## src/design/nfs_pkg.sv

```systemverilog
`default_nettype none
// ----------------------------------------------------------------------------
// nfs_pkg
// Shared types and constants for the NEC infrared frame sequencer.
// ----------------------------------------------------------------------------
package nfs_pkg;

    // Fixed segment lengths in timer ticks.
    localparam logic [15:0] LEAD_IN_TICKS      = 16'd1000;
    localparam logic [15:0] REPEAT_SPACE_TICKS = 16'd2250;
    localparam logic [7:0]  BYTE_MASK          = 8'hFF;

    // Register reset values.
    localparam logic [15:0] RST_CUSTOMER_CODE = 16'd65280;
    localparam logic        RST_MARK_MODE     = 1'b0;
    localparam logic [15:0] RST_LEADER_MARK   = 16'd9000;
    localparam logic [15:0] RST_LEADER_SPACE  = 16'd4500;
    localparam logic [15:0] RST_BIT_MARK      = 16'd560;
    localparam logic [15:0] RST_ONE_SPACE     = 16'd1690;
    localparam logic [15:0] RST_ZERO_SPACE    = 16'd560;
    localparam logic [15:0] RST_FRAME_GAP     = 16'd41000;

    // Configuration register indexes.
    localparam logic [2:0] CFG_CUSTOMER_CODE = 3'd0;
    localparam logic [2:0] CFG_MARK_MODE     = 3'd1;
    localparam logic [2:0] CFG_LEADER_MARK   = 3'd2;
    localparam logic [2:0] CFG_LEADER_SPACE  = 3'd3;
    localparam logic [2:0] CFG_BIT_MARK      = 3'd4;
    localparam logic [2:0] CFG_ONE_SPACE     = 3'd5;
    localparam logic [2:0] CFG_ZERO_SPACE    = 3'd6;
    localparam logic [2:0] CFG_FRAME_GAP     = 3'd7;

    // Request modes.
    localparam logic MODE_START    = 1'b0;
    localparam logic MODE_SEG_DONE = 1'b1;

    // Line drive kinds.
    localparam logic [1:0] DRV_IDLE    = 2'd0;
    localparam logic [1:0] DRV_CARRIER = 2'd1;
    localparam logic [1:0] DRV_LOW     = 2'd2;

    // Byte selects within the 32 data bits.
    localparam logic [1:0] SEL_ID      = 2'd0;
    localparam logic [1:0] SEL_ID_INV  = 2'd1;
    localparam logic [1:0] SEL_CMD     = 2'd2;
    localparam logic [1:0] SEL_CMD_INV = 2'd3;
    localparam logic [2:0] LAST_BIT    = 3'd7;

    typedef enum logic [3:0] {
        PH_IDLE   = 4'd0,
        PH_LEADIN = 4'd1,
        PH_LMARK  = 4'd2,
        PH_LSPACE = 4'd3,
        PH_DATA   = 4'd4,
        PH_STOP   = 4'd5,
        PH_GAP    = 4'd6,
        PH_RMARK  = 4'd7,
        PH_RSPACE = 4'd8,
        PH_RSTOP  = 4'd9
    } t_phase;

    typedef struct packed {
        logic [15:0] customer_code;
        logic        mark_mode;
        logic [15:0] leader_mark;
        logic [15:0] leader_space;
        logic [15:0] bit_mark;
        logic [15:0] one_space;
        logic [15:0] zero_space;
        logic [15:0] frame_gap;
    } t_cfg;

    typedef struct packed {
        t_phase     phase;
        logic [2:0] bit_index;
        logic       in_space;
        logic [1:0] byte_select;
        logic [7:0] command_byte;
    } t_state;

    typedef struct packed {
        logic [1:0]  drive;
        logic [15:0] duration;
        logic        frame_done;
    } t_seg;

endpackage
`default_nettype wire

```

## src/design/nfs_step.sv

```systemverilog
`default_nettype none
// ----------------------------------------------------------------------------
// nfs_step
// Next-state and segment logic: from the current sequencer state, the
// registers and one request, works out the new state and the segment to emit.
// ----------------------------------------------------------------------------
module nfs_step (
    input  wire nfs_pkg::t_state i_state,
    input  wire nfs_pkg::t_cfg   i_cfg,
    input  wire                  i_mode,
    input  wire [7:0]            i_command,
    output nfs_pkg::t_state      o_state,
    output logic                 o_emit,
    output nfs_pkg::t_seg        o_seg
);

    logic       busy;
    logic [1:0] mark_drv;
    logic [7:0] data_byte;
    logic       data_bit;

    // The frame is in progress in any defined phase other than idle.
    always_comb begin
        busy = (i_state.phase inside {[nfs_pkg::PH_LEADIN : nfs_pkg::PH_RSTOP]});
        mark_drv = i_cfg.mark_mode ? nfs_pkg::DRV_LOW : nfs_pkg::DRV_CARRIER;
    end

    // Byte currently being sent, and the bit of it picked by the bit index.
    always_comb begin
        case (i_state.byte_select)
            nfs_pkg::SEL_ID:     data_byte = i_cfg.customer_code[7:0];
            nfs_pkg::SEL_ID_INV: data_byte = i_cfg.customer_code[15:8];
            nfs_pkg::SEL_CMD:    data_byte = i_state.command_byte;
            default:             data_byte = i_state.command_byte ^ nfs_pkg::BYTE_MASK;
        endcase
        data_bit = data_byte[i_state.bit_index];
    end

    // Phase sequencing and segment selection.
    always_comb begin
        o_state = i_state;
        o_emit  = 1'b0;
        o_seg   = '{drive: nfs_pkg::DRV_IDLE, duration: 16'd0, frame_done: 1'b0};

        if (!busy) begin
            o_state.phase = nfs_pkg::PH_IDLE;
        end

        if (i_mode == nfs_pkg::MODE_START) begin
            // A start while busy is dropped; otherwise it opens a frame.
            if (!busy) begin
                o_state.command_byte = i_command;
                o_state.bit_index    = 3'd0;
                o_state.byte_select  = nfs_pkg::SEL_ID;
                o_state.in_space     = 1'b0;
                o_state.phase        = nfs_pkg::PH_LEADIN;
                o_emit               = 1'b1;
                o_seg.duration       = nfs_pkg::LEAD_IN_TICKS;
            end
        end else begin
            case (i_state.phase)
                nfs_pkg::PH_LEADIN: begin
                    o_state.phase  = nfs_pkg::PH_LMARK;
                    o_emit         = 1'b1;
                    o_seg.drive    = mark_drv;
                    o_seg.duration = i_cfg.leader_mark;
                end
                nfs_pkg::PH_LMARK: begin
                    o_state.phase  = nfs_pkg::PH_LSPACE;
                    o_emit         = 1'b1;
                    o_seg.duration = i_cfg.leader_space;
                end
                nfs_pkg::PH_LSPACE: begin
                    o_state.phase       = nfs_pkg::PH_DATA;
                    o_state.bit_index   = 3'd0;
                    o_state.byte_select = nfs_pkg::SEL_ID;
                    o_state.in_space    = 1'b0;
                    o_emit              = 1'b1;
                    o_seg.drive         = mark_drv;
                    o_seg.duration      = i_cfg.bit_mark;
                end
                nfs_pkg::PH_DATA: begin
                    o_emit = 1'b1;
                    if (!i_state.in_space) begin
                        // Space after a bit mark: its length carries the bit.
                        o_state.in_space = 1'b1;
                        o_seg.duration   = data_bit ? i_cfg.one_space : i_cfg.zero_space;
                    end else begin
                        // Mark of the next bit, or the stop mark after the last.
                        o_state.in_space = 1'b0;
                        o_seg.drive      = mark_drv;
                        o_seg.duration   = i_cfg.bit_mark;
                        if (i_state.bit_index == nfs_pkg::LAST_BIT) begin
                            o_state.bit_index   = 3'd0;
                            o_state.byte_select = i_state.byte_select + 2'd1;
                            if (i_state.byte_select == nfs_pkg::SEL_CMD_INV) begin
                                o_state.phase = nfs_pkg::PH_STOP;
                            end
                        end else begin
                            o_state.bit_index = i_state.bit_index + 3'd1;
                        end
                    end
                end
                nfs_pkg::PH_STOP: begin
                    o_state.phase  = nfs_pkg::PH_GAP;
                    o_emit         = 1'b1;
                    o_seg.duration = i_cfg.frame_gap;
                end
                nfs_pkg::PH_GAP: begin
                    o_state.phase  = nfs_pkg::PH_RMARK;
                    o_emit         = 1'b1;
                    o_seg.drive    = mark_drv;
                    o_seg.duration = i_cfg.leader_mark;
                end
                nfs_pkg::PH_RMARK: begin
                    o_state.phase  = nfs_pkg::PH_RSPACE;
                    o_emit         = 1'b1;
                    o_seg.duration = nfs_pkg::REPEAT_SPACE_TICKS;
                end
                nfs_pkg::PH_RSPACE: begin
                    o_state.phase  = nfs_pkg::PH_RSTOP;
                    o_emit         = 1'b1;
                    o_seg.drive    = mark_drv;
                    o_seg.duration = i_cfg.bit_mark;
                end
                nfs_pkg::PH_RSTOP: begin
                    o_state.phase    = nfs_pkg::PH_IDLE;
                    o_emit           = 1'b1;
                    o_seg.frame_done = 1'b1;
                end
                default: begin
                    // Segment done while idle is dropped.
                    o_emit = 1'b0;
                end
            endcase
        end
    end

endmodule
`default_nettype wire

```

## src/design/nec_ir_frame_sequencer.sv

```systemverilog
// Output: a request that yields a segment shows it on the output in the cycle
// after it is accepted; requests that yield nothing leave no trace.
// Throughput: one request per cycle while no waiting segment is stalled, set
// by the single state update between the state and output registers.
// Reset: synchronous, active low; the sequencer returns to idle, the output
// register empties and all configuration registers take their defaults.
`default_nettype none
// ----------------------------------------------------------------------------
// nec_ir_frame_sequencer
// Steps through an NEC infrared frame plus one repeat code, emitting one line
// segment (drive, duration) per start while idle or segment-done in a frame.
// ----------------------------------------------------------------------------
module nec_ir_frame_sequencer (
    input  wire        i_clk,
    input  wire        i_rst_n,
    // Configuration write port
    input  wire        i_cfg_we,
    input  wire [2:0]  i_cfg_index,
    input  wire [15:0] i_cfg_data,
    // Request channel
    input  wire        i_in_valid,
    output logic       o_in_stall,
    input  wire        i_mode,
    input  wire [7:0]  i_command,
    // Segment channel
    output logic       o_out_valid,
    input  wire        i_out_stall,
    output logic [1:0] o_drive,
    output logic [15:0] o_duration,
    output logic       o_frame_done
);

    nfs_pkg::t_cfg   r_cfg;
    nfs_pkg::t_state r_state;
    nfs_pkg::t_state n_state;
    nfs_pkg::t_seg   r_seg;
    nfs_pkg::t_seg   n_seg;
    logic            n_emit;
    logic            r_out_valid;
    logic            in_acc;

    // A request is taken unless a segment is waiting and the sink stalls.
    assign o_in_stall = r_out_valid && i_out_stall;
    assign in_acc     = i_in_valid && !o_in_stall;

    // Configuration registers.
    always_ff @(posedge i_clk) begin
        if (!i_rst_n) begin
            r_cfg.customer_code <= nfs_pkg::RST_CUSTOMER_CODE;
            r_cfg.mark_mode     <= nfs_pkg::RST_MARK_MODE;
            r_cfg.leader_mark   <= nfs_pkg::RST_LEADER_MARK;
            r_cfg.leader_space  <= nfs_pkg::RST_LEADER_SPACE;
            r_cfg.bit_mark      <= nfs_pkg::RST_BIT_MARK;
            r_cfg.one_space     <= nfs_pkg::RST_ONE_SPACE;
            r_cfg.zero_space    <= nfs_pkg::RST_ZERO_SPACE;
            r_cfg.frame_gap     <= nfs_pkg::RST_FRAME_GAP;
        end else if (i_cfg_we) begin
            case (i_cfg_index)
                nfs_pkg::CFG_CUSTOMER_CODE: r_cfg.customer_code <= i_cfg_data;
                nfs_pkg::CFG_MARK_MODE:     r_cfg.mark_mode     <= i_cfg_data[0];
                nfs_pkg::CFG_LEADER_MARK:   r_cfg.leader_mark   <= i_cfg_data;
                nfs_pkg::CFG_LEADER_SPACE:  r_cfg.leader_space  <= i_cfg_data;
                nfs_pkg::CFG_BIT_MARK:      r_cfg.bit_mark      <= i_cfg_data;
                nfs_pkg::CFG_ONE_SPACE:     r_cfg.one_space     <= i_cfg_data;
                nfs_pkg::CFG_ZERO_SPACE:    r_cfg.zero_space    <= i_cfg_data;
                nfs_pkg::CFG_FRAME_GAP:     r_cfg.frame_gap     <= i_cfg_data;
                default:                    r_cfg               <= r_cfg;
            endcase
        end
    end

    // Next state and segment for the request at the port.
    nfs_step u_step (
        .i_state   (r_state),
        .i_cfg     (r_cfg),
        .i_mode    (i_mode),
        .i_command (i_command),
        .o_state   (n_state),
        .o_emit    (n_emit),
        .o_seg     (n_seg)
    );

    // Sequencer state register.
    always_ff @(posedge i_clk) begin
        if (!i_rst_n) begin
            r_state.phase        <= nfs_pkg::PH_IDLE;
            r_state.bit_index    <= 3'd0;
            r_state.in_space     <= 1'b0;
            r_state.byte_select  <= nfs_pkg::SEL_ID;
            r_state.command_byte <= 8'd0;
        end else if (in_acc) begin
            r_state <= n_state;
        end
    end

    // Output register: loads whenever a request is taken that yields a segment.
    always_ff @(posedge i_clk) begin
        if (!i_rst_n) begin
            r_out_valid <= 1'b0;
        end else if (in_acc) begin
            r_out_valid <= n_emit;
        end else if (!i_out_stall) begin
            r_out_valid <= 1'b0;
        end
    end

    always_ff @(posedge i_clk) begin
        if (in_acc && n_emit) begin
            r_seg <= n_seg;
        end
    end

    assign o_out_valid  = r_out_valid;
    assign o_drive      = r_seg.drive;
    assign o_duration   = r_seg.duration;
    assign o_frame_done = r_seg.frame_done;

    // The closing segment carries no drive and no duration.
    a_done_clean: assert property (@(posedge i_clk) disable iff (!i_rst_n)
        (o_out_valid && o_frame_done) |->
            (o_drive == nfs_pkg::DRV_IDLE && o_duration == 16'd0))
        else $error("frame done segment carries drive or duration");

    // A start taken while idle yields the lead-in segment next cycle.
    a_start_leadin: assert property (@(posedge i_clk) disable iff (!i_rst_n)
        (in_acc && i_mode == nfs_pkg::MODE_START && r_state.phase == nfs_pkg::PH_IDLE)
            |=> (o_out_valid && o_duration == nfs_pkg::LEAD_IN_TICKS
                 && o_drive == nfs_pkg::DRV_IDLE && !o_frame_done))
        else $error("start did not produce the lead-in segment");

    // A waiting segment that the sink stalls is held.
    a_hold_stalled: assert property (@(posedge i_clk) disable iff (!i_rst_n)
        (o_out_valid && i_out_stall) |=> (o_out_valid && $stable(r_seg)))
        else $error("stalled segment was lost or changed");

    // Reset empties the output register.
    a_reset_empty: assert property (@(posedge i_clk)
        !i_rst_n |=> !o_out_valid)
        else $error("output valid after reset");

    // Drive code three is never produced.
    a_drive_range: assert property (@(posedge i_clk) disable iff (!i_rst_n)
        o_out_valid |-> (o_drive != 2'd3))
        else $error("undefined drive code");

endmodule
`default_nettype wire

```

## config.mk

```make
export PLATFORM = sky130hd
export DESIGN_NAME = nec_ir_frame_sequencer
export DESIGN_NICKNAME = d
export VERILOG_FILES = /design/src/design/nfs_pkg.sv /design/src/design/nfs_step.sv /design/src/design/nec_ir_frame_sequencer.sv
export SDC_FILE = /design/constraint.sdc
export NUM_CORES = 1
export LEC_CHECK = 0
export ABC_AREA = 1
export BUFFER_PORTS_ARGS = -buffer_cell sky130_fd_sc_hd__buf_2
export CORE_ASPECT_RATIO = 0.75
export CORE_MARGIN = 8
export CORE_UTILIZATION = 35
export DETAILED_ROUTE_END_ITERATION = 12
export RECOVER_POWER = 25
export SLEW_MARGIN = 10
export SYNTH_ARGS = -nofsm -noshare
export SYNTH_HDL_FRONTEND = slang
export SYNTH_SLANG_ARGS = --single-unit
```

## constraint.sdc

```tcl
create_clock -name i_clk -period 5.6 [get_ports i_clk]
set_input_delay 0 -clock i_clk [delete_from_list [all_inputs] [get_ports i_clk]]
set_output_delay 0 -clock i_clk [all_outputs]
set_load 0.05 [all_outputs]
```

## Word-level counts from Yosys, hierarchy flattened

Index checks and enable logic that the tools add are counted.

| word-level totals | value |
|---|---|
| memories | 0 |
| logic and storage cells | 102 |
| bits in registers | 151 |
| latch bits | 0 |
| ROM bits | 0 |
| RAM bits | 0 |
| input port bits | 33 |

| operators by class | value |
|---|---|
| muxes and demuxes | 29 |
| bitwise logic cells | 3 |
| $lt $le $gt $ge | 3 |
| add/sub/neg operators | 2 |
| eq/ne operators | 25 |
| reduce and logical (&&, ||, !) cells | 23 |
| shifts and indexed selects | 0 |
| div/mod/pow operators | 0 |
| multipliers | 0 |

Operators with widths:

| cell | number |
|---|---|
| $pmux W16 S6 | 1 |
| $mux W16 | 3 |
| $pmux W4 S9 | 1 |
| $pmux W8 S3 | 1 |
| $mux W10 | 2 |
| $mux W18 | 1 |
| $eq A4 B3 Y1 const B | 4 |
| $reduce_and A2 Y1 | 8 |
| $eq A3 B3 Y1 const B | 5 |
| $mux W4 | 3 |
| $pmux W6 S2 | 1 |
| $reduce_or A9 Y1 | 1 |
| $eq A4 B2 Y1 const B | 2 |
| $eq A4 B4 Y1 const B | 2 |
| $mux W1 | 8 |
| $mux W2 | 4 |
| $not A8 Y8 | 1 |
| $mux W7 | 1 |
| $eq A3 B2 Y1 const B | 2 |
| $reduce_and A3 Y1 | 2 |
| $reduce_and A5 Y1 | 1 |
| $eq A2 B2 Y1 const B | 2 |
| $eq A4 B1 Y1 const B | 1 |
| $ge A4 B1 Y1 const B | 1 |
| other kinds (22) | 27 |

## Logic depth before layout (Yosys ltp)

Gate-level depths: netlist of the first run.

| logic depth | value |
|---|---|
| depth in word-level cells | 8 |
| gate-level depth with buffers | 14 |
| mapped depth without buffers | 13 |

## Modules after synthesis

From an unflattened synthesis of the first run, not the netlist that was laid out.

| second synthesis, totals | value |
|---|---|
| cells, all modules | 1078 |
| area, all modules | 7495.9 um^2 |

By module, submodules not included:

| module | seq. area each (um^2) | times used | cells an instance | area an instance (um^2) |
|---|---|---|---|---|
| nec_ir_frame_sequencer | 3213.1 | 1 | 718 | 5650.4 |
| nfs_step | 0.0 | 1 | 360 | 1845.5 |

## Worst setup path after synthesis of the first run

Ideal clock, no wire load.

| timing path | value |
|---|---|
| path type | register to register |
| from | register r_out_valid (netlist: o_out_valid) |
| to | register r_seg, in the netlist o_drive[0] (enable) |
| required time | 5267 ps |
| cell stages (with the launch flop) | 6 |
| clock period less this slack | 1930 ps |
| path buffers | 0 |
| slack | 3670 ps |
| arrival time | 1598 ps |
| cell sequence | dfxtp_1 -> nand2_1 -> nand2_1 -> clkinv_1 -> o21ai_0 -> inv_1 |

| on the way | value |
|---|---|
| longest elaborated chain between the ends | 4 |

Ends and longest elaborated chain:

| what | line | text |
|---|---|---|
| from (decl) | nec_ir_frame_sequencer.sv:39 | `logic r_out_valid;` |
| from (signal assigned) | nec_ir_frame_sequencer.sv:101 | `r_out_valid <= n_emit;` |
| $logic_and A1 B1 Y1 | nec_ir_frame_sequencer.sv:43 | `assign o_in_stall = r_out_valid && i_out_stall;` |
| $logic_not A1 Y1 | nec_ir_frame_sequencer.sv:44 | `assign in_acc = i_in_valid && !o_in_stall;` |
| $logic_and A1 B1 Y1 | nec_ir_frame_sequencer.sv:44 |  |
| $logic_and A1 B1 Y1 | nec_ir_frame_sequencer.sv:108 | `if (in_acc && n_emit) begin` |
| to (signal assigned) | nec_ir_frame_sequencer.sv:109 | `r_seg <= n_seg;` |
| to (decl) | nec_ir_frame_sequencer.sv:36 | `nfs_pkg::t_seg r_seg;` |

Every way passes these cells.
A chain may end at the register's enable or synchronous reset.

## Worst setup path in the final report of the first run

| timing path | value |
|---|---|
| from | register r_state[15] (netlist name) |
| to | register r_seg, in the netlist o_duration[4] (enable) |

| on the way | value |
|---|---|
| longest elaborated chain between the ends | 5 |

Ends and longest elaborated chain:

| what | line | text |
|---|---|---|
| from (decl) | nec_ir_frame_sequencer.sv:34 | `nfs_pkg::t_state r_state;` |
| from (signal assigned) | nec_ir_frame_sequencer.sv:92 | `r_state <= n_state;` |
| $ge A4 B1 Y1 (tied with other cells) | nfs_step.sv:24 | `busy = (i_state.phase inside {[nfs_pkg::PH_LEADIN : nfs_pkg::PH_RSTOP]});` |
| $logic_and A1 B1 Y1 or $reduce_or A9 Y1 (tied branches) | - |  |
| $mux W1 (on tied branches) | nfs_step.sv:51, nfs_step.sv:61 |  |
| $mux W1 (*) | nfs_step.sv:49 | `if (i_mode == nfs_pkg::MODE_START) begin` |
| $logic_and A1 B1 Y1 (*) | nec_ir_frame_sequencer.sv:108 |  |

Mark *: on every way between the ends. The rest lies on a longest branch, timed or not.

==> results of run 1 <==
-- power by group --
group          switching, mW  total [mW]  leakage, nW  internal [mW]
clock network          0.466        1.22        0.290          0.754
logic                  0.226       0.316         1.86         0.0903
registers             0.0244        1.17         1.26           1.15
total                  0.716        2.71         3.40           1.99
-- registers in the layout (all words and copies together) (netlist names) --
register / count
r_state: 18
o_drive: 2
o_duration: 16
r_cfg: 113
o_out_valid: 1
o_frame_done: 1
-- critical path: cells and delay by family (launching register included) --
kind | cells | cell delay [ns]
flip-flops | 1 | 0.37
AND/OR/NAND/NOR | 4 | 1.05
buffers and inverters | 2 | 0.66
AO/OA/AOI/OAI | 1 | 0.23
-- cells in the mapped netlist (all sizes together) --
master and n:
a211oi 4, a21oi 56, a221oi 17, a31oi 2, buf 16, clkbuf 28
clkinv 4, dfxtp 132, edfxtp 19, ha 6, inv 63, nand2 196
nand3 72, nand3b 10, nand4 5, nor2 145, nor3 2, nor4 1
o211ai 9, o21ai 94, o22ai 1
-- cell families (layout without fill, tap and decap cells) --
| logic type | count (synthesis) | in the layout | share of synthesized area, % |
|---|---|---|---|
| AO/OA/AOI/OAI | 183 | 183 | 16.2 |
| adder cells (fa/ha/maj) | 6 | 6 | 1.11 |
| AND/OR/NAND/NOR | 431 | 431 | 27.6 |
| buffers and inverters | 111 | 185 | 7.57 |
| flip-flops | 151 | 151 | 47.5 |
-- per-stage QoR --
step,cells,total power [mW],cell area (sq um),setup WS [ns]
floorplan,882,1.41,6760,3.67
global placement,1149,1.49,7120,3.00
detailed placement,1149,1.49,7120,2.99
CTS,1209,2.71,8030,2.98
global route,1209,2.80,7990,2.62
finish,1209,2.71,7990,2.91
-- routing by layer --
metal | part of all wire, % | global-route usage (%) | vias to the layer above
li1 | - | - | 3045
met3 | 7.4 | 4.39 | 15
met5 | 0 | 0 | -
met1 | 52 | 24.7 | 2877
met2 | 40 | 22.6 | 193
met4 | 0.83 | 3.21 | 0
-- worst min-delay path by stage --
| stage | endpoint | cells after the start | startpoint |
|---|---|---|---|
| 2_1_floorplan | r_cfg[20]$_SDFFE_PN1P_ | 2 | i_cfg_data[4] |
| 3_3_place_gp | r_state[3]$_SDFFE_PN0P_ | 3 | i_command[3] |
| 3_5_place_dp | r_state[6]$_SDFFE_PN0P_ | 3 | i_command[6] |
| 4_1_cts | r_state[16]$_SDFFE_PN0P_ | 3 | i_mode |
| 5_1_grt | r_state[16]$_SDFFE_PN0P_ | 3 | i_in_valid |
| 6_report | r_state[16]$_SDFFE_PN0P_ | 3 | i_in_valid |
-- cell type report --
class                   count  share of cell area, %
clock buffers              22                   6.07
repair buffers             86                   6.84
clock inverters            10                   1.82
well taps                 253                   3.96
flip-flops and latches    151                   40.2
inverters                  67                   3.15
multi-input cells         620                   38.0
-- timing repair --
action	in CTS	in global routing
setup buffers	0	0
hold buffers	28	0
hold endpoints to repair	101	0
==> load_flow_metrics.sql, run 1 <==
INSERT INTO impl_metrics (metric_group, metric, value, unit) VALUES
('run_status', 'status', 'complete, no violations', ''),
('clock_tree', 'clockRootBuffer', 'sky130_fd_sc_hd__clkbuf_16', ''),
('floorplanning', 'floorplan.die_area', '24100', 'sq um'),
('finish', 'layout.cells.most_common', 'sky130_fd_sc_hd__nand2_1', ''),
('floorplanning', 'initial_core_util', '35.3', '%'),
('timing', 'max_freq', '0.372', 'GHz'),
('floorplanning', 'chipWidth', '176', 'microns'),
('hold_path', 'min_path_type', 'in2reg', ''),
('flow_run', 'drv.max_cap_violation_count', '0', ''),
('floorplanning', 'placement_rows', '44', ''),
('power_and_ir_drop', 'power_per_cell_area', '339', 'nW/um^2'),
('timing', 'fin_setup_tns', '0', 'ns'),
('timing', 'fin_skew', '0.0105', 'ns'),
('finish', 'num_antenna_cells', '0', ''),
('finish', 'multi_input_comb_area', '3030', 'sq um'),
('power_and_ir_drop', 'worst_ir_drop_vdd', '0.175', 'mV'),
('critical_path', 'cpMaxStageDelayCell', 'sky130_fd_sc_hd__nor2_1', ''),
('finish', 'final_net_count', '982', ''),
('global_routing', 'grt.total_usage', '16.3', '%'),
('yosys', 'syn_nets', '921', ''),
('placement', 'detailed_place_hpwl', '13100', 'microns'),
('global_routing', 'first_pass_grt_wire_length', '31000', 'microns'),
('yosys', 'cell_count_after_synthesis', '882', ''),
('critical_path', 'critical-path-top-cell-by-count', 'sky130_fd_sc_hd__nand2_1', ''),
('clock_tree', 'insertion_delay_of_the_later_clocked_pin_in_the_worst_skew_pair', '0.42', 'ns'),
('clock_tree', 'cts_max_path_buffers', '2', ''),
('critical_path', 'path_max_fanout', '19', ''),
('critical_path', 'reg2reg_slack', '2.91', 'ns'),
('finish', 'utilization', '41.7', '%'),
('placement', 'gpl.final_weighted_congestion', '0.852', ''),
('yosys', 'yosys_warnings', '0', ''),
('routing', 'ant_nets', '0', ''),
('yosys', 'synth.area.top_cells', 'sky130_fd_sc_hd__dfxtp_1, sky130_fd_sc_hd__nand2_1, sky130_fd_sc_hd__edfxtp_1', ''),
('timing', 'rsz0062_at_grt', 'no', ''),
('global_routing', 'number_of_global_route_vias_before_repair', '5656', ''),
('timing', 'worst_pin_slew', '1.05', 'ns'),
('clock_tree', 'cts_made_buffers', '17', ''),
('finish', 'layout-drive-gt1-share', '10.3', '%'),
('timing', 'holdWs', '0.0478', 'ns'),
('timing', 'slew_headroom', '30.0', '%'),
('finish', 'layout-area-overhead-vs-synth', '18.3', '%'),
('power_and_ir_drop', 'leakage', '3.40', 'nW'),
('critical_path', 'arrival_time_at_the_worst_endpoint', '2.73', 'ns'),
('critical_path', 'worstSetupStartpoint', 'r_state[15]$_SDFFE_PN0P_', ''),
('timing', 'timing.final.max_slew_violations', '0', ''),
('floorplanning', 'design.core.area', '19200', 'sq um'),
('critical_path', 'crit_path_start_kind', 'flop', ''),
('yosys', 'number_of_distinct_library_cells_after_synthesis', '35', ''),
('critical_path', 'worst-endpoint-required', '5.64', 'ns'),
('routing', 'wl_per_cell', '16.2', 'microns'),
('timing', 'setup-violations-final', '0', ''),
('critical_path', 'reg2regPathDepth', '7', ''),
('yosys', 'netlist_area', '6760', 'sq um'),
('routing', 'first_iter_violations', '782', ''),
('clock_tree', 'cts_tree', 'done', ''),
('critical_path', 'cp-end-kind', 'flop', ''),
('critical_path', 'endpoint', 'o_duration[4]$_SDFFCE_PN0P_', ''),
('timing', 'final-hold-violation-count', '0', ''),
('finish', 'most-common-layout-cells', 'sky130_fd_sc_hd__nand2_1, sky130_fd_sc_hd__nor2_1, sky130_fd_sc_hd__dfxtp_1, sky130_fd_sc_hd__o21ai_0, sky130_fd_sc_hd__nand3_1', ''),
('routing', 'vias', '6130', ''),
('finish', 'n_fill_cell', '2002', ''),
('yosys', 'yosys.area.top_type', 'sky130_fd_sc_hd__dfxtp_1', ''),
('yosys', 'yosysTopAreaCellShare', '39.1', '%'),
('routing', 'via_count_normalized_by_instance_count', '5.07', ''),
('finish', 'seq_area', '3210', 'sq um'),
('critical_path', 'regToRegEndpoint', 'o_duration[4]$_SDFFCE_PN0P_', ''),
('timing', 'final_min_period_over_clock_period', '48.0', '%'),
('yosys', 'avgSynthCellArea', '7.66', 'sq um'),
('clock_tree', 'cts_htree_levels', '4', ''),
('clock_tree', 'numClockSinks', '151', ''),
('routing', 'drt_pre_antenna_iters', '5', '');
Power figures use the tool's default switching activity.
==> inputs of run 2 (changes only) <==
ABC_AREA = 0   (was 1)
clock period = 2.5 ns   (was 5.6 ns; I/O delays follow)
==> load_flow_metrics.sql, run 2 <==
INSERT INTO impl_metrics (metric_group, metric, value, unit) VALUES
('power_and_ir_drop', 'combinationalPowerShare', '9.3', '%'),
('yosys', 'ys_seq_area_share', '47.4', '%'),
('yosys', 'number_of_distinct_library_cells_after_synthesis', '51', ''),
('power_and_ir_drop', 'power.net_switching', '1.40', 'mW'),
('critical_path', 'worstSetupStartpoint', 'r_state[8]$_SDFFE_PN0P_', ''),
('timing', 'rsz0062_at_grt', 'no', ''),
('hold_path', 'min_path_type', 'in2reg', ''),
('clock_tree', 'cts_max_path_buffers', '2', ''),
('finish', 'multi_input_comb_area', '3320', 'sq um'),
('finish', 'layout-area-overhead-vs-synth', '21.1', '%'),
('finish', 'num_antenna_cells', '0', ''),
('critical_path', 'critical_path_class', 'reg2reg', ''),
('finish', 'layout.cells.most_common', 'sky130_fd_sc_hd__nand2_1', ''),
('floorplanning', 'top_level_ports', '54', ''),
('timing', 'setup-violations-final', '0', ''),
('clock_tree', 'cts_htree_levels', '4', ''),
('finish', 'n_fill_cell', '1920', ''),
('finish', 'final_net_count', '895', ''),
('routing', 'ant_nets', '0', ''),
('global_routing', 'grt.total_usage', '16.6', '%'),
('yosys', 'synth_seq_cells', '151', ''),
('critical_path', 'worst-endpoint-required', '2.67', 'ns'),
('clock_tree', 'cts_tree', 'done', ''),
('critical_path', 'path_max_fanout', '16', ''),
('timing', 'slew_headroom', '14.0', '%'),
('critical_path', 'arrival_time_at_the_worst_endpoint', '2.53', 'ns'),
('timing', 'layout_min_cycle_time', '2.37', 'ns'),
('yosys', 'netlist_area', '6780', 'sq um'),
('floorplanning', 'design.core.area', '19200', 'sq um'),
('floorplanning', 'placement_rows', '44', ''),
('global_routing', 'first_pass_grt_wire_length', '31500', 'microns'),
('timing', 'timing.final.max_slew_violations', '0', ''),
('power_and_ir_drop', 'internal-power', '4.23', 'mW'),
('finish', 'finalNonFillerCells', '1122', ''),
('yosys', 'synth_enable_flop_cells', '19', ''),
('global_routing', 'initial_antenna_violation_count', '0', ''),
('critical_path', 'cp-end-kind', 'flop', ''),
('finish', 'largest-register', 'r_cfg', ''),
('clock_tree', 'numClockSinks', '151', ''),
('power_and_ir_drop', 'report.power.total', '5.63', 'mW'),
('routing', 'drt_pre_antenna_iters', '6', ''),
('floorplanning', 'chipWidth', '177', 'microns'),
('routing', 'number_of_design_rule_violations_left_after_detail_routing', '0', ''),
('power_and_ir_drop', 'power_switching_share', '24.8', '%'),
('global_routing', 'gr-total-overflow', '0', ''),
('yosys', 'cell_count_after_synthesis', '790', ''),
('placement', 'place.detailed.instances', '1064', ''),
('critical_path', 'regToRegStartpoint', 'r_state[8]$_SDFFE_PN0P_', ''),
('floorplanning', 'fp.dieH', '136', 'microns'),
('yosys', 'yosysTopAreaCellShare', '39.0', '%'),
('finish', 'largest_register_ff_count', '113', ''),
('timing', 'fin_skew', '0.0124', 'ns'),
('power_and_ir_drop', 'pwr-share-seq', '46.0', '%'),
('floorplanning', 'initial_core_util', '35.4', '%'),
('clock_tree', 'cts_setup_buffers', '0', ''),
('flow_run', 'drv.max_cap_violation_count', '0', ''),
('routing', 'first_iter_violations', '554', ''),
('yosys', 'yosysMostFrequentCell', 'sky130_fd_sc_hd__nand2_1', ''),
('routing', 'vias', '5932', ''),
('placement', 'place_worst_setup_slack', '-0.0188', 'ns'),
('yosys', 'yosys_warnings', '0', ''),
('placement', 'detailed_place_hpwl', '13400', 'microns'),
('critical_path', 'crit_path_start_kind', 'flop', ''),
('timing', 'final_min_period_over_clock_period', '94.6', '%'),
('global_routing', 'number_of_global_route_vias_before_repair', '5538', ''),
('run_status', 'status', 'complete, no violations', ''),
('timing', 'final-hold-violation-count', '0', ''),
('global_routing', 'grt_start_max_net_pins', '72', ''),
('yosys', 'synth.area.top_cells', 'sky130_fd_sc_hd__dfxtp_1, sky130_fd_sc_hd__nand2_1, sky130_fd_sc_hd__edfxtp_1', ''),
('power_and_ir_drop', 'power.clock.fraction', '44.7', '%'),
('critical_path', 'reg2regPathDepth', '9', ''),
('timing', 'layout_setup_ws', '0.134', 'ns'),
('finish', 'layout-drive-gt1-share', '13.6', '%'),
('yosys', 'synthTopCellsByCount', 'sky130_fd_sc_hd__nand2_1, sky130_fd_sc_hd__dfxtp_1, sky130_fd_sc_hd__a21boi_0', ''),
('routing', 'finalWirelength', '19700', 'microns'),
('finish', 'most-common-layout-cells', 'sky130_fd_sc_hd__nand2_1, sky130_fd_sc_hd__dfxtp_1, sky130_fd_sc_hd__a21boi_0, sky130_fd_sc_hd__buf_2, sky130_fd_sc_hd__nand3_1', ''),
('timing', 'worst_pin_slew', '1.29', 'ns'),
('clock_tree', 'cts_made_buffers', '17', ''),
('yosys', 'syn_nets', '829', ''),
('yosys', 'avgSynthCellArea', '8.58', 'sq um'),
('routing', 'via_count_normalized_by_instance_count', '5.29', ''),
('placement', 'gpl.final_weighted_congestion', '0.822', ''),
('power_and_ir_drop', 'leakage', '3.10', 'nW'),
('critical_path', 'regToRegEndpoint', 'o_duration[15]$_SDFFCE_PN0P_', ''),
('finish', 'seq_area', '3220', 'sq um'),
('yosys', 'yosys.area.top_type', 'sky130_fd_sc_hd__dfxtp_1', ''),
('placement', 'buffer_ports.inserted', '53', ''),
('clock_tree', 'clockRootBuffer', 'sky130_fd_sc_hd__clkbuf_16', ''),
('clock_tree', 'insertion_delay_of_the_later_clocked_pin_in_the_worst_skew_pair', '0.42', 'ns'),
('clock_tree', 'cts.clk_slew.worst_paths', '0.06', 'ns'),
('yosys', 'synthArstFlopShare', '0', '%'),
('yosys', 'synth_ff_type', 'sky130_fd_sc_hd__dfxtp_1', ''),
('floorplanning', 'floorplan.die_area', '24100', 'sq um'),
('critical_path', 'endpoint', 'o_duration[15]$_SDFFCE_PN0P_', ''),
('critical_path', 'reg2reg_slack', '0.13', 'ns'),
('routing', 'wl_per_cell', '17.6', 'microns'),
('power_and_ir_drop', 'worst_ir_drop_vdd', '0.341', 'mV'),
('power_and_ir_drop', 'power_per_cell_area', '687', 'nW/um^2'),
('timing', 'max_freq', '0.423', 'GHz');
==> run 2: cell type report <==
cell class	instances	share of cell area (%)
multi-input cells	572	40.5
inverters	8	0.366
flip-flops and latches	151	39.2
clock inverters	7	0.793
well taps	253	3.86
repair buffers	106	9.06
clock buffers	25	6.19
==> run 2: per-layer routing <==
layer  track usage, %  part of all wire, %  vias to the layer above
met5                0                    0                        -
met4             4.29                  1.0                        0
met3             3.92                  7.6                       15
met2             24.1                   43                      221
met1             24.2                   49                     2814
li1                 -                    -                     2882
==> run 2: cell families (layout without fill, tap and decap cells) <==
logic type / Yosys count / in the layout / synth area share, %
flip-flops: 151 / 151 / 47.4
XOR/XNOR: 3 / 3 / 0.388
AND/OR/NAND/NOR: 345 / 345 / 21.4
buffers and inverters: 67 / 146 / 4.41
AO/OA/AOI/OAI: 188 / 188 / 20.6
multiplexers: 30 / 30 / 4.62
adder cells (fa/ha/maj): 6 / 6 / 1.11
==> run 2: worst min path at each step <==
stage,end,slack (ns),startpoint,depth (start not counted)
2_1_floorplan,r_cfg[107]$_SDFFE_PN1P_,0.12,i_cfg_data[10],2
3_3_place_gp,r_state[3]$_SDFFE_PN0P_,0.25,i_command[3],3
3_5_place_dp,r_state[1]$_SDFFE_PN0P_,0.26,i_command[1],3
4_1_cts,r_cfg[57]$_SDFFE_PN1P_,0.07,i_rst_n,2
5_1_grt,r_state[14]$_SDFFE_PN0P_,0.21,i_mode,3
6_report,r_state[14]$_SDFFE_PN0P_,0.17,i_mode,3
==> run 2: timing repair <==
action	4_1_cts	5_1_grt
pin swaps	0	1
hold buffers	26	0
endpoints found under the hold margin	123	0
resized for setup	2	9
endpoints found under the setup margin	6	16
==> run 2: through the flow <==
stage	hold WS, ns	TNS (ns)	utilization [%]	area [sq um]
2_1_floorplan	0.124	0	-	6780
3_3_place_gp	0.255	0	38.3	7350
3_5_place_dp	0.264	-0.0464	38.3	7350
4_1_cts	0.0661	0	42.7	8180
5_1_grt	0.214	0	42.8	8200
6_report	0.165	0	42.8	8200
==> run 2: power groups by stage <==
stage	registers [mW]	logic, mW	clock network, mW
after floorplan	2.70	0.251	0
after global placement	2.64	0.490	0
after detailed placement	2.64	0.493	0
after CTS	2.59	0.526	2.55
after global routing	2.60	0.569	2.67
final	2.59	0.522	2.52
==> run 2: critical path: stages (launching register included) <==
cell,delay [ns]
sky130_fd_sc_hd__dfxtp_2,0.38
sky130_fd_sc_hd__inv_2,0.09
sky130_fd_sc_hd__ha_4,0.19
sky130_fd_sc_hd__a222oi_1,0.39
sky130_fd_sc_hd__mux2i_1,0.12
sky130_fd_sc_hd__a21oi_1,0.16
sky130_fd_sc_hd__mux4_2,0.28
sky130_fd_sc_hd__buf_12,0.18
sky130_fd_sc_hd__mux2i_1,0.21
sky130_fd_sc_hd__o22ai_1,0.10
==> inputs of run 3 (changes only) <==
PLACE_DENSITY = 0.55   (was default)
==> load_flow_metrics.sql, run 3 (same netlist as run 2, synthesis figures left out) <==
INSERT INTO impl_metrics (metric_group, metric, value, unit) VALUES
('floorplanning', 'fp.dieH', '136', 'microns'),
('timing', 'final-hold-violation-count', '0', ''),
('hold_path', 'min_path_type', 'in2reg', ''),
('routing', 'via_count_normalized_by_instance_count', '5.27', ''),
('clock_tree', 'cts.clk_slew.worst_paths', '0.06', 'ns'),
('global_routing', 'grt_start_max_net_pins', '111', ''),
('floorplanning', 'chipWidth', '177', 'microns'),
('critical_path', 'regToRegStartpoint', 'r_state[8]$_SDFFE_PN0P_', ''),
('floorplanning', 'floorplan.die_area', '24100', 'sq um'),
('timing', 'slew_headroom', '24.7', '%'),
('critical_path', 'stages_on_worst_setup_path', '9', ''),
('critical_path', 'path_max_fanout', '16', ''),
('floorplanning', 'top_level_ports', '54', ''),
('critical_path', 'reg2regPathDepth', '9', ''),
('global_routing', 'grt.total_usage', '17.4', '%'),
('placement', 'detailed_place_hpwl', '13600', 'microns'),
('routing', 'number_of_design_rule_violations_left_after_detail_routing', '0', ''),
('floorplanning', 'placement_rows', '44', ''),
('clock_tree', 'cts_htree_levels', '4', ''),
('critical_path', 'arrival_time_at_the_worst_endpoint', '2.57', 'ns'),
('clock_tree', 'cts_max_path_buffers', '2', ''),
('finish', 'largest_register_ff_count', '113', ''),
('clock_tree', 'clockRootBuffer', 'sky130_fd_sc_hd__clkbuf_16', ''),
('critical_path', 'crit_path_max_incr_delay', '0.52', 'ns'),
('finish', 'largest-register', 'r_cfg', ''),
('run_status', 'status', 'complete, no violations', ''),
('critical_path', 'endpoint', 'o_duration[15]$_SDFFCE_PN0P_', ''),
('power_and_ir_drop', 'power_per_cell_area', '712', 'nW/um^2'),
('critical_path', 'cp-end-kind', 'flop', ''),
('critical_path', 'timing.critical_path.cells', 'ha_1 -> buf_6 -> a21oi_1 -> a221oi_1 -> a21oi_1 -> mux4_2 -> buf_12 -> mux2i_1 -> o22ai_1', ''),
('flow_run', 'drv.max_cap_violation_count', '0', ''),
('routing', 'wl_per_cell', '18.1', 'microns'),
('timing', 'setup-violations-final', '0', ''),
('critical_path', 'crit_path_start_kind', 'flop', ''),
('finish', 'most-common-layout-cells', 'sky130_fd_sc_hd__nand2_1, sky130_fd_sc_hd__dfxtp_1, sky130_fd_sc_hd__a21boi_0, sky130_fd_sc_hd__nand3_1, sky130_fd_sc_hd__buf_2', ''),
('clock_tree', 'cts_made_buffers', '17', ''),
('finish', 'layout-area-overhead-vs-synth', '23.0', '%'),
('finish', 'layout-drive-gt1-share', '12.7', '%'),
('power_and_ir_drop', 'worst_ir_drop_vdd', '0.389', 'mV'),
('routing', 'drt_pre_antenna_iters', '6', ''),
('critical_path', 'worstSetupStartpoint', 'r_state[8]$_SDFFE_PN0P_', ''),
('global_routing', 'number_of_global_route_vias_before_repair', '5688', ''),
('clock_tree', 'cts_setup_buffers', '0', ''),
('global_routing', 'gr-total-overflow', '0', ''),
('critical_path', 'reg2reg_slack', '0.1', 'ns'),
('critical_path', 'critical-path-top-cell-by-count', 'sky130_fd_sc_hd__a21oi_1', ''),
('timing', 'max_freq', '0.416', 'GHz'),
('power_and_ir_drop', 'leakage', '3.11', 'nW'),
('critical_path', 'critical_path_class', 'reg2reg', ''),
('finish', 'utilization', '43.5', '%'),
('timing', 'fin_skew', '0.00936', 'ns'),
('finish', 'num_antenna_cells', '0', ''),
('routing', 'first_iter_violations', '426', ''),
('timing', 'layout_min_cycle_time', '2.40', 'ns'),
('critical_path', 'regToRegEndpoint', 'o_duration[15]$_SDFFCE_PN0P_', ''),
('power_and_ir_drop', 'report.power.total', '5.93', 'mW'),
('clock_tree', 'insertion_delay_of_the_later_clocked_pin_in_the_worst_skew_pair', '0.43', 'ns'),
('finish', 'final_net_count', '901', ''),
('timing', 'timing.final.max_slew_violations', '0', ''),
('global_routing', 'first_pass_grt_wire_length', '32700', 'microns'),
('critical_path', 'worst-endpoint-required', '2.66', 'ns'),
('placement', 'gpl.final_weighted_congestion', '0.789', ''),
('clock_tree', 'numClockSinks', '151', ''),
('global_routing', 'initial_antenna_violation_count', '0', ''),
('critical_path', 'cpLargestDelayFamily', 'multiplexers', ''),
('finish', 'seq_area', '3220', 'sq um'),
('critical_path', 'critical_path_buf_inv_count', '2', ''),
('routing', 'finalWirelength', '20400', 'microns'),
('finish', 'layout.cells.most_common', 'sky130_fd_sc_hd__nand2_1', ''),
('finish', 'n_fill_cell', '1945', ''),
('clock_tree', 'cts_tree', 'done', ''),
('floorplanning', 'design.core.area', '19200', 'sq um'),
('floorplanning', 'initial_core_util', '35.4', '%'),
('placement', 'buffer_ports.inserted', '53', ''),
('finish', 'multi_input_comb_area', '3320', 'sq um'),
('routing', 'ant_nets', '0', ''),
('timing', 'final_min_period_over_clock_period', '96.1', '%'),
('critical_path', 'cpMaxStageDelayCell', 'sky130_fd_sc_hd__mux4_2', ''),
('timing', 'worst_pin_slew', '1.13', 'ns'),
('routing', 'vias', '5944', '');
run 3: cell count changes in the layout (fill, tap and decap cells not counted), moves of 4 or more:
cell and delta:
sky130_fd_sc_hd__buf_2 -16, sky130_fd_sc_hd__clkbuf_1 +11, sky130_fd_sc_hd__a21boi_0 -7, sky130_fd_sc_hd__a21boi_1 +7
sky130_fd_sc_hd__clkinvlp_4 +4
run 3: area by class of cell:
type,count,share of cell area [%]
Clock inverter,14,2.33
Sequential cell,151,38.6
Multi-Input combinational cell,572,39.9
Clock buffer,18,5.41
Inverter,8,0.360
Timing Repair Buffer,112,9.63
Tap cell,253,3.80
run 3: worst register-to-register path, stage by stage, from the launching register on:
cell and delay, ns:
sky130_fd_sc_hd__dfxtp_2 0.38, sky130_fd_sc_hd__ha_1 0.19, sky130_fd_sc_hd__buf_6 0.18, sky130_fd_sc_hd__a21oi_1 0.06
sky130_fd_sc_hd__a221oi_1 0.28, sky130_fd_sc_hd__a21oi_1 0.07, sky130_fd_sc_hd__mux4_2 0.52, sky130_fd_sc_hd__buf_12 0.19
sky130_fd_sc_hd__mux2i_1 0.18, sky130_fd_sc_hd__o22ai_1 0.10
run 3: how the worst min path moves through the flow:
stage                         from  depth (start not counted)                       end
finish                      i_mode                          3  r_state[14]$_SDFFE_PN0P_
global route                i_mode                          3  r_state[14]$_SDFFE_PN0P_
CTS                         i_mode                          3  r_state[14]$_SDFFE_PN0P_
detailed placement    i_command[6]                          3   r_state[6]$_SDFFE_PN0P_
global placement      i_command[2]                          3   r_state[2]$_SDFFE_PN0P_
floorplan           i_cfg_data[10]                          2   r_cfg[107]$_SDFFE_PN1P_
run 3: per-layer routing:
metal | vias up | global-route usage, % | wire (microns)
met4 | 0 | 5.08 | 274
met1 | 2852 | 24.4 | 10100
li1 | 2894 | - | -
met5 | - | 0 | 0
met3 | 23 | 3.56 | 1190
met2 | 175 | 26.5 | 8850
run 3: stage by stage:
step                setup TNS [ns]  instances  worst slack [ns]  hold WS, ns  area [sq um]
finish                           0       1128            0.0971        0.109          8330
global route              -0.00546       1128          -0.00328        0.146          8330
CTS                              0       1128           0.00800        0.105          8320
detailed placement               0       1069           0.00253        0.266          7410
global placement                 0       1069            0.0544        0.261          7410
floorplan                        0        790            0.0721        0.124          6780
run 3: power breakdown:
group / total, mW / internal (mW) / switching, mW / leakage (nW)
Sequential: 2.59 / 2.54 / 0.0480 / 1.26
Clock: 2.80 / 1.74 / 1.06 / 0.302
Combinational: 0.542 / 0.191 / 0.351 / 1.56
run 3: timing repair:
| item | in CTS | in global routing |
|---|---|---|
| gates resized for setup | 0 | 11 |
| setup endpoints to repair | 0 | 16 |
| hold buffers | 27 | 0 |
| endpoints found under the hold margin | 132 | 0 |
